===== config.mk =====
export PLATFORM = sky130hd
export DESIGN_NAME = adaptive_onset_pulse_detector_flat
export DESIGN_NICKNAME = d
export VERILOG_FILES = /design/src/hw/rtl/aopd_pkg.sv /design/src/hw/rtl/aopd_if.sv /design/src/hw/rtl/aopd_ctrl.sv /design/src/hw/rtl/aopd_datapath.sv /design/src/hw/rtl/adaptive_onset_pulse_detector.sv /design/src/flat_wrapper.sv
export SDC_FILE = /design/constraint.sdc
export NUM_CORES = 2
export LEC_CHECK = 0
export ABC_AREA = 1
export BUFFER_PORTS_ARGS = -buffer_cell sky130_fd_sc_hd__buf_4
export CAP_MARGIN = 5
export CORE_MARGIN = 4
export CORE_UTILIZATION = 25
export CTS_CLUSTER_DIAMETER = 60
export DETAILED_ROUTE_END_ITERATION = 16
export GPL_TIMING_DRIVEN = 0
export PLACE_DENSITY = 0.47
export SLEW_MARGIN = 10
export SYNTH_ARGS = -nofsm -noshare
export SYNTH_HDL_FRONTEND = slang
export SYNTH_SLANG_ARGS = --single-unit

===== constraint.sdc =====
create_clock -name clock -period 13.35 [get_ports clock]
set_input_delay 2.0025 -clock clock [delete_from_list [all_inputs] [get_ports clock]]
set_output_delay 2.0025 -clock clock [all_outputs]
set_load 0.1 [all_outputs]

===== src/hw/rtl/aopd_pkg.sv =====
// aopd_pkg: shared types and constants for the adaptive onset pulse detector.
// Used by the channel interfaces, the controller, the datapath and the top level.
// No dependencies.
package aopd_pkg;

   // field widths
   localparam int LEVEL_W   = 16;
   localparam int TIME_W    = 32;
   localparam int TEMPO_W   = 12;
   localparam int MULT_W    = 12;
   localparam int CSR_IDX_W = 3;
   localparam int CSR_DAT_W = 16;
   localparam int PROD_W    = 32;
   localparam int COOL_W    = 8;

   // register indexes of the configuration port
   typedef enum logic [CSR_IDX_W-1:0] {
      CSR_FAST_DROP   = 3'd0,
      CSR_SLOW_RISE   = 3'd1,
      CSR_PEAK_DECAY  = 3'd2,
      CSR_THR_MULT    = 3'd3,
      CSR_ONSET_FLOOR = 3'd4,
      CSR_MIN_LEVEL   = 3'd5
   } csr_idx_type;

   // configuration reset values
   localparam logic [LEVEL_W-1:0] FAST_DROP_RST   = 16'd19661;
   localparam logic [LEVEL_W-1:0] SLOW_RISE_RST   = 16'd1311;
   localparam logic [LEVEL_W-1:0] PEAK_DECAY_RST  = 16'd55706;
   localparam logic [MULT_W-1:0]  THR_MULT_RST    = 12'd512;
   localparam logic [LEVEL_W-1:0] ONSET_FLOOR_RST = 16'd6554;
   localparam logic [LEVEL_W-1:0] MIN_LEVEL_RST   = 16'd1966;

   // cooldown: 150 ms at or below 60 BPM, 40 ms at or above 200 BPM,
   // 150 - ceil(11 * (tempo - 960) / 224) in between
   localparam logic [TEMPO_W-1:0] TEMPO_LO     = 12'd960;
   localparam logic [TEMPO_W-1:0] TEMPO_HI     = 12'd3200;
   localparam logic [COOL_W-1:0]  COOL_MAX     = 8'd150;
   localparam logic [COOL_W-1:0]  COOL_MIN     = 8'd40;
   localparam logic [14:0]        COOL_SLOPE   = 15'd11;
   localparam logic [14:0]        COOL_CEIL    = 15'd223;
   // 224 = 32 * 7; the divide by 7 is a multiply by ceil(2^16 / 7)
   localparam logic [23:0]        RECIP7       = 24'd9363;

   // baseline step rounds half up
   localparam logic [PROD_W-1:0]  ROUND_HALF   = 32'h0000_8000;

   typedef struct packed {
      logic [LEVEL_W-1:0] onset_value;
      logic [LEVEL_W-1:0] mic_level;
      logic [TIME_W-1:0]  time_ms;
      logic [TEMPO_W-1:0] tempo_bpm;
   } req_word_type;

   typedef struct packed {
      logic               pulse_fired;
      logic [LEVEL_W-1:0] pulse_strength;
      logic [LEVEL_W-1:0] baseline_level;
      logic [LEVEL_W-1:0] peak_level;
   } rsp_word_type;

   // sequencer states
   typedef enum logic [4:0] {
      ST_IDLE  = 5'b00001,
      ST_MBASE = 5'b00010,
      ST_MPEAK = 5'b00100,
      ST_MTHR  = 5'b01000,
      ST_FIN   = 5'b10000
   } state_type;

   // controller to datapath
   typedef struct packed {
      logic load;       // latch the accepted word
      logic mul_base;   // |onset - baseline| * rate, cooldown, time check
      logic mul_peak;   // baseline update, peak * decay
      logic mul_thr;    // peak update, baseline * multiplier
      logic finish;     // threshold compare, result word, last pulse time
   } cmd_type;

   // datapath to controller
   typedef struct packed {
      logic slot_free;  // output register empty or being drained
   } status_type;

endpackage


===== src/hw/rtl/aopd_if.sv =====
// aopd_if: valid/ready channel interfaces for the request, response and
// register-write channels. Depends on aopd_pkg.

interface aopd_req_if import aopd_pkg::*; ();
   logic               valid;
   logic               ready;
   logic [LEVEL_W-1:0] onset_value;
   logic [LEVEL_W-1:0] mic_level;
   logic [TIME_W-1:0]  time_ms;
   logic [TEMPO_W-1:0] tempo_bpm;

   modport source (output valid, onset_value, mic_level, time_ms, tempo_bpm, input ready);
   modport sink   (input valid, onset_value, mic_level, time_ms, tempo_bpm, output ready);
endinterface

interface aopd_rsp_if import aopd_pkg::*; ();
   logic               valid;
   logic               ready;
   logic               pulse_fired;
   logic [LEVEL_W-1:0] pulse_strength;
   logic [LEVEL_W-1:0] baseline_level;
   logic [LEVEL_W-1:0] peak_level;

   modport source (output valid, pulse_fired, pulse_strength, baseline_level, peak_level,
                   input ready);
   modport sink   (input valid, pulse_fired, pulse_strength, baseline_level, peak_level,
                   output ready);
endinterface

interface aopd_csr_if import aopd_pkg::*; ();
   logic                 valid;
   logic                 ready;
   logic [CSR_IDX_W-1:0] index;
   logic [CSR_DAT_W-1:0] data;

   modport source (output valid, index, data, input ready);
   modport sink   (input valid, index, data, output ready);
endinterface


===== src/hw/rtl/aopd_ctrl.sv =====
// aopd_ctrl: sequencer that steps one word through the shared multiplier.
// Depends on aopd_pkg; drives aopd_datapath through cmd_type.
module aopd_ctrl import aopd_pkg::*; (
   input  logic       clock,
   input  logic       reset,
   input  logic       req_valid,
   output logic       req_ready,
   input  status_type status,
   output cmd_type    cmd
);

   state_type state_ff, state_in;
   logic      accept;

   // take a new word when idle, or while the previous one retires
   always_comb begin
      req_ready = (state_ff == ST_IDLE) || ((state_ff == ST_FIN) && status.slot_free);
      accept    = req_valid && req_ready;
   end

   // next state
   always_comb begin
      state_in = state_ff;
      case (state_ff)
         ST_IDLE:  if (accept) state_in = ST_MBASE;
         ST_MBASE: state_in = ST_MPEAK;
         ST_MPEAK: state_in = ST_MTHR;
         ST_MTHR:  state_in = ST_FIN;
         ST_FIN: begin
            if (status.slot_free) begin
               state_in = accept ? ST_MBASE : ST_IDLE;
            end
         end
         default:  state_in = ST_IDLE;
      endcase
   end

   // commands
   always_comb begin
      cmd          = '0;
      cmd.load     = accept;
      cmd.mul_base = (state_ff == ST_MBASE);
      cmd.mul_peak = (state_ff == ST_MPEAK);
      cmd.mul_thr  = (state_ff == ST_MTHR);
      cmd.finish   = (state_ff == ST_FIN) && status.slot_free;
   end

   always_ff @(posedge clock) begin
      if (reset) begin
         state_ff <= ST_IDLE;
      end else begin
         state_ff <= state_in;
      end
   end

`ifndef SYNTHESIS
   a_accept_starts: assert property (@(posedge clock) disable iff (reset)
      accept |=> state_ff == ST_MBASE)
      else $error("accepted word did not start the multiply sequence");

   a_fin_holds: assert property (@(posedge clock) disable iff (reset)
      (state_ff == ST_FIN) && !status.slot_free |=> state_ff == ST_FIN)
      else $error("result dropped while output register full");

   a_one_step: assert property (@(posedge clock) disable iff (reset)
      $onehot0({cmd.mul_base, cmd.mul_peak, cmd.mul_thr, cmd.finish}))
      else $error("more than one datapath step at once");

   a_load_clear: assert property (@(posedge clock) disable iff (reset)
      cmd.load |-> !(cmd.mul_base || cmd.mul_peak || cmd.mul_thr))
      else $error("load collides with a multiply step");
`endif

endmodule


===== src/hw/rtl/aopd_datapath.sv =====
// aopd_datapath: configuration registers, detector state, one shared 16x16
// multiplier and the output register. Depends on aopd_pkg.
module aopd_datapath import aopd_pkg::*; (
   input  logic                 clock,
   input  logic                 reset,
   input  cmd_type              cmd,
   output status_type           status,
   input  req_word_type         req_word,
   input  logic                 csr_write,
   input  logic [CSR_IDX_W-1:0] csr_index,
   input  logic [CSR_DAT_W-1:0] csr_data,
   output logic                 rsp_valid,
   input  logic                 rsp_ready,
   output rsp_word_type         rsp_word
);

   // configuration
   logic [LEVEL_W-1:0] fast_drop_ff, slow_rise_ff, peak_decay_ff;
   logic [LEVEL_W-1:0] onset_floor_ff, min_level_ff;
   logic [MULT_W-1:0]  thr_mult_ff;
   logic [LEVEL_W-1:0] fast_drop_in, slow_rise_in, peak_decay_in;
   logic [LEVEL_W-1:0] onset_floor_in, min_level_in;
   logic [MULT_W-1:0]  thr_mult_in;

   // latched word
   req_word_type       word_ff, word_in;

   // work registers
   logic               below_ff, below_in;
   logic               back_ff, back_in;
   logic               time_ok_ff, time_ok_in;
   logic [COOL_W-1:0]  cool_ff, cool_in;
   logic [PROD_W-1:0]  prod_ff, prod_in;

   // detector state
   logic [LEVEL_W-1:0] base_ff, base_in;
   logic [LEVEL_W-1:0] peak_ff, peak_in;
   logic [TIME_W-1:0]  last_ff, last_in;

   // output register
   logic               rsp_valid_ff, rsp_valid_in;
   rsp_word_type       rsp_word_ff, rsp_word_in;

   // combinational terms
   logic [LEVEL_W-1:0] mul_a, mul_b, diff;
   logic [TEMPO_W-1:0] tempo_off;
   logic [14:0]        cool_x, cool_sum;
   logic [9:0]         cool_y;
   logic [23:0]        cool_q;
   logic [COOL_W-1:0]  cool_calc;
   logic [PROD_W-1:0]  round_sum;
   logic [LEVEL_W-1:0] step;
   logic [TIME_W-1:0]  elapsed;
   logic [19:0]        thr, thr_eff;
   logic               fire;

   assign status.slot_free = !rsp_valid_ff || rsp_ready;
   assign rsp_valid        = rsp_valid_ff;
   assign rsp_word         = rsp_word_ff;

   // register writes
   always_comb begin
      fast_drop_in   = fast_drop_ff;
      slow_rise_in   = slow_rise_ff;
      peak_decay_in  = peak_decay_ff;
      thr_mult_in    = thr_mult_ff;
      onset_floor_in = onset_floor_ff;
      min_level_in   = min_level_ff;
      if (csr_write) begin
         case (csr_index)
            CSR_FAST_DROP:   fast_drop_in   = csr_data;
            CSR_SLOW_RISE:   slow_rise_in   = csr_data;
            CSR_PEAK_DECAY:  peak_decay_in  = csr_data;
            CSR_THR_MULT:    thr_mult_in    = csr_data[MULT_W-1:0];
            CSR_ONSET_FLOOR: onset_floor_in = csr_data;
            CSR_MIN_LEVEL:   min_level_in   = csr_data;
            default:         ;
         endcase
      end
   end

   // distance to baseline
   always_comb begin
      below_in = below_ff;
      if (cmd.mul_base) below_in = word_ff.onset_value < base_ff;
      diff = below_in ? (base_ff - word_ff.onset_value) : (word_ff.onset_value - base_ff);
   end

   // shared multiplier operand select
   always_comb begin
      mul_a = diff;
      mul_b = below_in ? fast_drop_ff : slow_rise_ff;
      if (cmd.mul_peak) begin
         mul_a = peak_ff;
         mul_b = peak_decay_ff;
      end else if (cmd.mul_thr) begin
         mul_a = base_ff;
         mul_b = {{(LEVEL_W-MULT_W){1'b0}}, thr_mult_ff};
      end
      prod_in = prod_ff;
      if (cmd.mul_base || cmd.mul_peak || cmd.mul_thr) begin
         prod_in = PROD_W'(mul_a) * PROD_W'(mul_b);
      end
   end

   // cooldown from tempo: ceil(x / 224) = floor(floor((x + 223) / 32) / 7)
   always_comb begin
      tempo_off = word_ff.tempo_bpm - TEMPO_LO;
      cool_x    = {3'b000, tempo_off} * COOL_SLOPE;
      cool_sum  = cool_x + COOL_CEIL;
      cool_y    = cool_sum[14:5];
      cool_q    = {14'd0, cool_y} * RECIP7;
      if (word_ff.tempo_bpm <= TEMPO_LO) begin
         cool_calc = COOL_MAX;
      end else if (word_ff.tempo_bpm >= TEMPO_HI) begin
         cool_calc = COOL_MIN;
      end else begin
         cool_calc = COOL_MAX - {1'b0, cool_q[22:16]};
      end
      cool_in = cmd.mul_base ? cool_calc : cool_ff;
      back_in = back_ff;
      if (cmd.mul_base) back_in = word_ff.time_ms < last_ff;
   end

   // elapsed time check, baseline update
   always_comb begin
      elapsed    = word_ff.time_ms - last_ff;
      time_ok_in = time_ok_ff;
      if (cmd.mul_peak) time_ok_in = !back_ff && (elapsed > TIME_W'(cool_ff));
      round_sum  = prod_ff + ROUND_HALF;
      step       = round_sum[31:16];
      base_in    = base_ff;
      if (cmd.mul_peak) base_in = below_ff ? (base_ff - step) : (base_ff + step);
   end

   // peak hold update
   always_comb begin
      peak_in = peak_ff;
      if (cmd.mul_thr) begin
         peak_in = (word_ff.onset_value > peak_ff) ? word_ff.onset_value : prod_ff[31:16];
      end
   end

   // threshold, firing decision and result word
   always_comb begin
      thr     = prod_ff[27:8];
      thr_eff = (thr < 20'(onset_floor_ff)) ? 20'(onset_floor_ff) : thr;
      fire    = (word_ff.mic_level > min_level_ff) &&
                (20'(word_ff.onset_value) > thr_eff) && time_ok_ff;

      last_in      = last_ff;
      rsp_word_in  = rsp_word_ff;
      rsp_valid_in = rsp_valid_ff && !rsp_ready;
      if (cmd.finish) begin
         if (fire || back_ff) last_in = word_ff.time_ms;
         rsp_word_in.pulse_fired    = fire;
         rsp_word_in.pulse_strength = fire ? word_ff.onset_value : '0;
         rsp_word_in.baseline_level = base_ff;
         rsp_word_in.peak_level     = peak_ff;
         rsp_valid_in               = 1'b1;
      end
      word_in = cmd.load ? req_word : word_ff;
   end

   // payload registers
   always_ff @(posedge clock) begin
      word_ff     <= word_in;
      below_ff    <= below_in;
      back_ff     <= back_in;
      time_ok_ff  <= time_ok_in;
      cool_ff     <= cool_in;
      prod_ff     <= prod_in;
      rsp_word_ff <= rsp_word_in;
   end

   // control, configuration and detector state
   always_ff @(posedge clock) begin
      if (reset) begin
         fast_drop_ff   <= FAST_DROP_RST;
         slow_rise_ff   <= SLOW_RISE_RST;
         peak_decay_ff  <= PEAK_DECAY_RST;
         thr_mult_ff    <= THR_MULT_RST;
         onset_floor_ff <= ONSET_FLOOR_RST;
         min_level_ff   <= MIN_LEVEL_RST;
         base_ff        <= '0;
         peak_ff        <= '0;
         last_ff        <= '0;
         rsp_valid_ff   <= 1'b0;
      end else begin
         fast_drop_ff   <= fast_drop_in;
         slow_rise_ff   <= slow_rise_in;
         peak_decay_ff  <= peak_decay_in;
         thr_mult_ff    <= thr_mult_in;
         onset_floor_ff <= onset_floor_in;
         min_level_ff   <= min_level_in;
         base_ff        <= base_in;
         peak_ff        <= peak_in;
         last_ff        <= last_in;
         rsp_valid_ff   <= rsp_valid_in;
      end
   end

`ifndef SYNTHESIS
   a_fired_strength: assert property (@(posedge clock) disable iff (reset)
      rsp_valid_ff && rsp_word_ff.pulse_fired |-> rsp_word_ff.pulse_strength != '0)
      else $error("pulse fired with zero strength");

   a_quiet_strength: assert property (@(posedge clock) disable iff (reset)
      rsp_valid_ff && !rsp_word_ff.pulse_fired |-> rsp_word_ff.pulse_strength == '0)
      else $error("strength reported without a pulse");

   a_last_pulse: assert property (@(posedge clock) disable iff (reset)
      cmd.finish && fire |=> last_ff == $past(word_ff.time_ms))
      else $error("last pulse time not taken on a pulse");

   a_cool_range: assert property (@(posedge clock) disable iff (reset)
      cmd.mul_base |=> (cool_ff >= COOL_MIN) && (cool_ff <= COOL_MAX))
      else $error("cooldown out of range");
`endif

endmodule


===== src/hw/rtl/adaptive_onset_pulse_detector.sv =====
// adaptive_onset_pulse_detector: top level, joins the sequencer and the datapath.
// Depends on aopd_pkg, aopd_if, aopd_ctrl and aopd_datapath.
//
// Usage:
//   req_if carries one frame word: onset value, mic level, ms timestamp, tempo.
//   rsp_if returns one word per frame: pulse flag, strength, baseline, peak.
//   csr_if writes one of six registers by index; ready is always high and
//   writes to unused indexes are dropped. Write registers only while idle.
// Sequence: an accepted frame steps through ST_MBASE, ST_MPEAK, ST_MTHR and ST_FIN.
//   The single 16x16 multiplier is used three times per frame (baseline step,
//   peak decay, threshold), then ST_FIN compares and loads the output register
//   while taking the next frame.
// Reset (synchronous, active high) loads the register defaults and clears
//   baseline, peak hold and last pulse time.
// Stall: the output register holds its word until taken; the frame behind it
//   waits in its last step, and req_if.ready stays low until the register drains.
module adaptive_onset_pulse_detector import aopd_pkg::*; (
   input logic       clock,
   input logic       reset,
   aopd_req_if.sink   req_if,
   aopd_rsp_if.source rsp_if,
   aopd_csr_if.sink   csr_if
);

   cmd_type      cmd;
   status_type   status;
   req_word_type req_word;
   rsp_word_type rsp_word;
   logic         req_ready;
   logic         rsp_valid;

   assign csr_if.ready = 1'b1;
   assign req_if.ready = req_ready;

   assign req_word.onset_value = req_if.onset_value;
   assign req_word.mic_level   = req_if.mic_level;
   assign req_word.time_ms     = req_if.time_ms;
   assign req_word.tempo_bpm   = req_if.tempo_bpm;

   assign rsp_if.valid          = rsp_valid;
   assign rsp_if.pulse_fired    = rsp_word.pulse_fired;
   assign rsp_if.pulse_strength = rsp_word.pulse_strength;
   assign rsp_if.baseline_level = rsp_word.baseline_level;
   assign rsp_if.peak_level     = rsp_word.peak_level;

   aopd_ctrl u_ctrl (
      .clock     (clock),
      .reset     (reset),
      .req_valid (req_if.valid),
      .req_ready (req_ready),
      .status    (status),
      .cmd       (cmd)
   );

   aopd_datapath u_datapath (
      .clock     (clock),
      .reset     (reset),
      .cmd       (cmd),
      .status    (status),
      .req_word  (req_word),
      .csr_write (csr_if.valid),
      .csr_index (csr_if.index),
      .csr_data  (csr_if.data),
      .rsp_valid (rsp_valid),
      .rsp_ready (rsp_if.ready),
      .rsp_word  (rsp_word)
   );

endmodule


===== src/flat_wrapper.sv =====
// flat-port wrapper written by rule: the top's interface ports become plain ports
module adaptive_onset_pulse_detector_flat import aopd_pkg::*;
  (clock, reset, req_if_valid, req_if_onset_value, req_if_mic_level, req_if_time_ms, req_if_tempo_bpm, req_if_ready, rsp_if_valid, rsp_if_pulse_fired, rsp_if_pulse_strength, rsp_if_baseline_level, rsp_if_peak_level, rsp_if_ready, csr_if_valid, csr_if_index, csr_if_data, csr_if_ready);
  aopd_req_if req_if_i ();
  aopd_rsp_if rsp_if_i ();
  aopd_csr_if csr_if_i ();
  input logic clock;
  input logic reset;
  input wire logic [$bits(req_if_i.valid)-1:0] req_if_valid;
  input wire logic [$bits(req_if_i.onset_value)-1:0] req_if_onset_value;
  input wire logic [$bits(req_if_i.mic_level)-1:0] req_if_mic_level;
  input wire logic [$bits(req_if_i.time_ms)-1:0] req_if_time_ms;
  input wire logic [$bits(req_if_i.tempo_bpm)-1:0] req_if_tempo_bpm;
  output wire logic [$bits(req_if_i.ready)-1:0] req_if_ready;
  output wire logic [$bits(rsp_if_i.valid)-1:0] rsp_if_valid;
  output wire logic [$bits(rsp_if_i.pulse_fired)-1:0] rsp_if_pulse_fired;
  output wire logic [$bits(rsp_if_i.pulse_strength)-1:0] rsp_if_pulse_strength;
  output wire logic [$bits(rsp_if_i.baseline_level)-1:0] rsp_if_baseline_level;
  output wire logic [$bits(rsp_if_i.peak_level)-1:0] rsp_if_peak_level;
  input wire logic [$bits(rsp_if_i.ready)-1:0] rsp_if_ready;
  input wire logic [$bits(csr_if_i.valid)-1:0] csr_if_valid;
  input wire logic [$bits(csr_if_i.index)-1:0] csr_if_index;
  input wire logic [$bits(csr_if_i.data)-1:0] csr_if_data;
  output wire logic [$bits(csr_if_i.ready)-1:0] csr_if_ready;
  assign req_if_i.valid = req_if_valid;
  assign req_if_i.onset_value = req_if_onset_value;
  assign req_if_i.mic_level = req_if_mic_level;
  assign req_if_i.time_ms = req_if_time_ms;
  assign req_if_i.tempo_bpm = req_if_tempo_bpm;
  assign req_if_ready = req_if_i.ready;
  assign rsp_if_valid = rsp_if_i.valid;
  assign rsp_if_pulse_fired = rsp_if_i.pulse_fired;
  assign rsp_if_pulse_strength = rsp_if_i.pulse_strength;
  assign rsp_if_baseline_level = rsp_if_i.baseline_level;
  assign rsp_if_peak_level = rsp_if_i.peak_level;
  assign rsp_if_i.ready = rsp_if_ready;
  assign csr_if_i.valid = csr_if_valid;
  assign csr_if_i.index = csr_if_index;
  assign csr_if_i.data = csr_if_data;
  assign csr_if_ready = csr_if_i.ready;
  adaptive_onset_pulse_detector u_core (.clock(clock), .reset(reset), .req_if(req_if_i), .rsp_if(rsp_if_i), .csr_if(csr_if_i));
endmodule

; ---- Word level (Yosys, flattened, before mapping)
; Cells that the tools add are included.
[totals]
register_bits = 330
inputBits = 100
out_inout_bits = 52
wordCells = 98
[op_classes]
add_sub_neg = 9
n_mul = 3
magnitude_cmp = 9
n_eq_ne = 12
muxes = 16
n_reduce_logical = 24
[ops]
columns = operator, n
row1 = 16-bit 2-to-1 mux, 8
row2 = 16-bit subtractor, 3
row3 = "32-bit by 16-bit adder with 32-bit output, second input constant", 1
row4 = 16-bit > comparator, 2
row5 = 32-bit by 8-bit > comparator with 1-bit output, 1
row6 = 32-bit < comparator, 1
row7 = 16-bit by 16-bit multiplier with 32-bit output, 1
row8 = 32-bit subtractor, 1
row9 = 5-bit case mux with 5 select lines, 1
row10 = "10-bit by 14-bit multiplier with 23-bit output, second input constant", 1
row11 = 16-bit by 20-bit > comparator with 1-bit output, 1
row12 = 20-bit by 16-bit < comparator with 1-bit output, 1
row13 = 20-bit 2-to-1 mux, 1
row14 = 16-bit adder, 1
row15 = 16-bit < comparator, 1
row16 = 2-bit AND reduction, 8
row17 = "15-bit by 8-bit adder with 15-bit output, second input constant", 1
row18 = "12-bit by 4-bit multiplier with 15-bit output, second input constant", 1
row19 = "12-bit greater-or-equal comparator, second input constant", 1
row20 = "12-bit by 10-bit <= comparator with 1-bit output, second input constant", 1
row21 = "12-bit by 10-bit subtractor with 12-bit output, second input constant", 1
row22 = 5-bit 2-to-1 mux, 2
row23 = 8-bit 2-to-1 mux, 1
row24 = "8-bit by 7-bit subtractor with 8-bit output, first input constant", 1
row25 = 16 further kinds, 31

; ---- Depth between registers and ports, before layout
[logic_depth]
depth_word = 8
ltp_mapped = 45
ltp_nobuf = 45

; ---- Modules after synthesis
; A second synthesis with hierarchy kept.
[unflattened]
cells_unflattened = 3831
hier_area_um2 = 30402.9
[by_module_without_submodules]
columns = module, instances, cells_per_inst, area_per_inst_um2, seq_area_each_um2
row1 = aopd_datapath, 1, 3775, 30052.6, 7937.6
row2 = aopd_ctrl, 1, 54, 339.1, 100.1
row3 = adaptive_onset_pulse_detector, 1, 2, 11.3, 0.0

; ---- Worst setup path after synthesis
; OpenSTA, ideal clock, no wires.
[synth_timing]
kind = register -> register
startpoint = reg u_core.u_datapath.word_ff[60] (netlist name)
endpoint = reg u_core.u_datapath.prod_ff[26] (data pin)
arrival_ns = 7.244
setup_slack_ns = 5.853
stages_incl_launch_ff = 41
path_buffers = 1
path_cell_list = edfxtp_1 -> inv_1 -> ha_1 -> inv_1 -> fa_1 -> nand3_1 -> nand3_1 -> nand2_1 -> nand2_1 -> nand2_1 -> nand2_2 -> nand2_2 -> buf_6 -> mux2i_1 -> o22ai_1 -> or2_1 -> nand3_1 -> nand2_1 -> [... 5 more ...] -> fa_1 -> inv_1 -> fa_1 -> fa_1 -> inv_1 -> fa_1 -> inv_1 -> ha_1 -> a21oi_1 -> inv_1 -> a31oi_1 -> inv_1 -> a21oi_1 -> nor2_1 -> a211oi_1 -> nand2_1 -> nand2_1 -> nand2_1
[synth_via]
elab_chain_len = 6
[synth_rtl]
columns = item, line
row1 = "start, declared", aopd_datapath.sv:26  ; req_word_type word_ff, word_in;
row2 = "start signal, assigned", aopd_datapath.sv:167  ; word_ff <= word_in;
row3 = 16-bit < comparator, aopd_datapath.sv:85  ; if (cmd.mul_base) below_in = word_ff.onset_value < base_ff;
row4 = 1-bit 2-to-1 mux, aopd_datapath.sv:85
row5 = "16-bit 2-to-1 mux, on equally long branches", "aopd_datapath.sv:86, aopd_datapath.sv:92"
row6 = 16-bit 2-to-1 mux, aopd_datapath.sv:96  ; end else if (cmd.mul_thr) begin
row7 = 16-bit 2-to-1 mux, aopd_datapath.sv:93  ; if (cmd.mul_peak) begin
row8 = 16-bit by 16-bit multiplier with 32-bit output (*), aopd_datapath.sv:102  ; prod_in = PROD_W'(mul_a) * PROD_W'(mul_b);
row9 = "end signal, assigned", aopd_datapath.sv:172  ; prod_ff <= prod_in;
row10 = "end, declared", aopd_datapath.sv:33  ; logic [PROD_W-1:0] prod_ff, prod_in;
; Mark *: on every way between the ends. The rest lies on a longest branch, timed or not.
; A chain may end at the register's enable or synchronous reset.

; ---- Worst setup path after layout
[layout_timing]
startpoint = reg u_core.u_datapath.word_ff[60] (netlist name)
endpoint = reg u_core.u_datapath.prod_ff[28] (data pin)
; Same word-level chain as after synthesis.

==> impl_metrics.py <==
metrics = {
    "layout": {
        "layout-drive-gt1-share_pct": 8.21,
        "ff_latch_area_sq_mm": 0.00804,
        "nets": 4678,
        "multi_input_area_sq_mm": 0.0193,
        "n_fill_cell": 13100,
        "area_growth_pct": 15.1,
    },
    "sta": {
        "holdWs_ps": 453,
        "setup_viol": 0,
        "hold_viol_final": 0,
        "fmax_mhz": 101,
        "skew_ps": 43.6,
        "rsz0062_at_grt": "false",
        "fin_crit_sh_pct": 74.4,
        "slew_viol_final": 0,
        "max-slew-margin-rel_pct": 20.3,
        "setup_tns_ps": 0,
        "period_minus_slack_ps": 9930,
        "tightestPinTransition_ps": 1190,
    },
    "die": {
        "fp.dieArea_sq_mm": 0.127,
        "start_util_pct": 25.3,
        "core_area_sq_mm": 0.120,
        "num_io_pins": 152,
        "rows": 127,
        "die_h_um": 357,
        "die_w_um": 357,
    },
    "worst_setup_path": {
        "endpoint_kind": "flop",
        "critical-path-slowest-cell": "o21ai_2",
        "crit_fanout": 10,
        "cp-start-kind": "flop",
        "critPathKind": "flop to flop",
        "cpPeakStageDelay_ps": 730,
        "critPathArrivalTime_ps": 10200,
        "cp.required_ps": 13610,
    },
    "cts": {
        "cts.sinks": 322,
        "clk_latency_ps": 590,
        "cts.repair.resized": 0,
        "path_clk_slew_ps": 60,
        "cts_buffers": 41,
        "ctsHoldBuffers": 0,
        "cts_tree": "yes",
        "clockBufferDepth": 3,
        "cts_root_buffer": "clkbuf_16",
        "postCtsSetupBuffers": 0,
        "h-tree-depth": 2,
    },
    "synthesis": {
        "synthTopCellsByArea": "edfxtp_1, fa_1, ha_1, dfxtp_1, inv_1",
        "ys_types": 63,
        "synth_fp_nets": 4483,
        "syn-cell-area_sq_mm": 0.0304,
        "yosysWarningCount": 0,
        "ys_ff_latch": 322,
        "syn_inst": 3806,
        "synth.avg_cell_area_sq_um": 7.98,
        "ys_seq_area_share_pct": 26.5,
        "yosysTopAreaCell": "edfxtp_1",
        "yosys.area.top_type_share_pct": 15.7,
    },
    "detailed_routing": {
        "wl_per_cell_um": 18.8,
        "drtPass1Iterations": 5,
        "drtAntennaViolNets": 0,
        "drtIter0Drc": 1694,
        "dr_total_vias": 25900,
        "via_per_inst": 4.59,
        "drcViolationCount": 0,
        "totalWireLength_um": 106000,
    },
    "global_routing": {
        "grt_max_degree": 60,
        "antenna_found_initial": 3,
        "track_usage_pct": 16.6,
        "overflow": 0,
        "grt_pass1_vias": 25900,
        "grt_pass1_wl_um": 161000,
    },
    "placed_design": {
        "place_congestion": 0.923,
        "hpwl_um": 88300,
        "port_buffers": 150,
    },
    "job": {
        "max-cap-violations": 0,
    },
    "outcome": {
        "status": "finished clean",
    },
    "worst_hold_path": {
        "hold_class": "flop to flop",
    },
}
-- registers in the layout (all words and copies together), names as in the netlist --
| register | count |
|---|---|
| u_core.u_datapath.below_ff | 1 |
| u_core.u_datapath.peak_ff | 16 |
| u_core.u_datapath.back_ff | 1 |
| u_core.u_datapath.min_level_ff | 16 |
| u_core.u_datapath.thr_mult_ff | 12 |
| u_core.u_datapath.time_ok_ff | 1 |
| u_core.u_ctrl.state_ff | 5 |
| u_core.u_datapath.fast_drop_ff | 16 |
| u_core.u_datapath.word_ff | 76 |
| u_core.u_datapath.rsp_word | 49 |
| u_core.u_datapath.onset_floor_ff | 16 |
| u_core.u_datapath.base_ff | 16 |
| u_core.u_datapath.cool_ff | 8 |
| u_core.u_datapath.prod_ff | 24 |
| u_core.u_datapath.rsp_valid | 1 |
| u_core.u_datapath.last_ff | 32 |
| u_core.u_datapath.peak_decay_ff | 16 |
| u_core.u_datapath.slow_rise_ff | 16 |
-- cell usage in the layout (no fill, tap or decap), types with 21 or more instances in the layout --
cell,netlist,final
inv_1,677,676
nand2_1,640,640
nor2_1,409,408
ha_1,354,354
a21oi_1,265,265
fa_1,223,223
nand3_1,182,182
o21ai_0,177,177
dfxtp_1,163,163
edfxtp_1,159,159
buf_4,6,156
xor2_1,87,87
clkbuf_1,52,60
clkbuf_16,0,43
o211ai_1,41,41
nor3_1,40,40
nand4_1,29,29
xnor2_1,25,25
inv_2,22,22
buf_2,21,21
-- logic make-up after synthesis --
kind of cell | Yosys count | synth area share [%]
AOI/OAI and AO/OA | 648 | 12.5
xor gates and xnor gates | 113 | 3.28
adders and majority gates | 577 | 29.3
buffers and inverters | 793 | 10.0
DFF | 322 | 26.5
muxes | 2 | 0.0659
other | 1 | 0.0123
and+or+nand+nor | 1350 | 18.4
-- layout make-up --
| class | count | share of cell area [%] |
|---|---|---|
| diodes | 2 | 0.0143 |
| plain buffers | 91 | 1.19 |
| clock buffers | 56 | 3.36 |
| clock inverters | 17 | 0.615 |
| inverters | 702 | 7.54 |
| multi-input cells | 2691 | 55.2 |
| flip-flops and latches | 322 | 23.0 |
| well taps | 1612 | 5.77 |
| repair buffers | 152 | 3.36 |
-- Yosys cell counts, drive strengths merged --
library cell / n
a2111oi: 1
a211oi: 10
a21boi: 10
a21o: 11
a21oi: 275
a221oi: 2
a311oi: 3
a31oi: 10
a32o: 3
and2: 2
and3: 1
buf: 36
clkbuf: 55
clkinv: 3
conb: 1
dfxtp: 163
edfxtp: 159
fa: 223
ha: 354
inv: 699
mux2i: 2
nand2: 653
nand3: 184
nand3b: 7
nand4: 29
nor2: 416
nor3: 44
nor3b: 1
nor4: 8
o2111ai: 1
o211a: 1
o211ai: 41
o21a: 19
o21ai: 213
o21bai: 15
o221a: 2
o221ai: 6
o22ai: 17
o2bb2ai: 1
o311ai: 2
o31ai: 5
or2: 5
xnor2: 25
xor2: 88
-- routing by layer --
metal	GRT usage, %	up-vias	part of all wire, %
met3	2.10	117	5.3
met4	3.83	0	2.3
met1	23.3	12500	47
met2	27.1	627	46
li1	-	12700	-
met5	0	-	0
-- critical path: cells and delay by family (launching register included) --
family                     cells  cell delay [ps]
adders and majority gates      9             4010
and+or+nand+nor               13             2060
AOI/OAI and AO/OA              5             1590
buffers and inverters          8              910
DFF                            1              500
muxes                          1              310
xor gates and xnor gates       1              170
-- per-stage QoR --
stage	instance area [sq um]	utilization [%]	std cells	setup slack, ps
final	35000	29.1	5645	3420
after global routing	35000	29.1	5643	2940
after CTS	35000	29.1	5643	3570
after detailed placement	33600	27.9	5570	3630
after global placement	33500	27.9	5568	3560
after floorplan	30400	-	3806	5850
-- path summary, 6_finish.rpt --
kind	from	slack (ps)	to	cells past startpoint
max	u_core.u_datapath.word_ff[60]$_DFFE_PP_	3420	u_core.u_datapath.prod_ff[28]$_DFFE_PP_	37
min	u_core.u_datapath.slow_rise_ff[8]$_SDFFE_PP1P_	450	u_core.u_datapath.slow_rise_ff[8]$_SDFFE_PP1P_	2
max reg2reg	u_core.u_datapath.word_ff[60]$_DFFE_PP_	3420	u_core.u_datapath.prod_ff[28]$_DFFE_PP_	37
min reg2reg	u_core.u_datapath.slow_rise_ff[8]$_SDFFE_PP1P_	450	u_core.u_datapath.slow_rise_ff[8]$_SDFFE_PP1P_	2
Power is not shown: default switching activity piles up to over one toggle a cycle in this logic, so the estimate is an artifact.
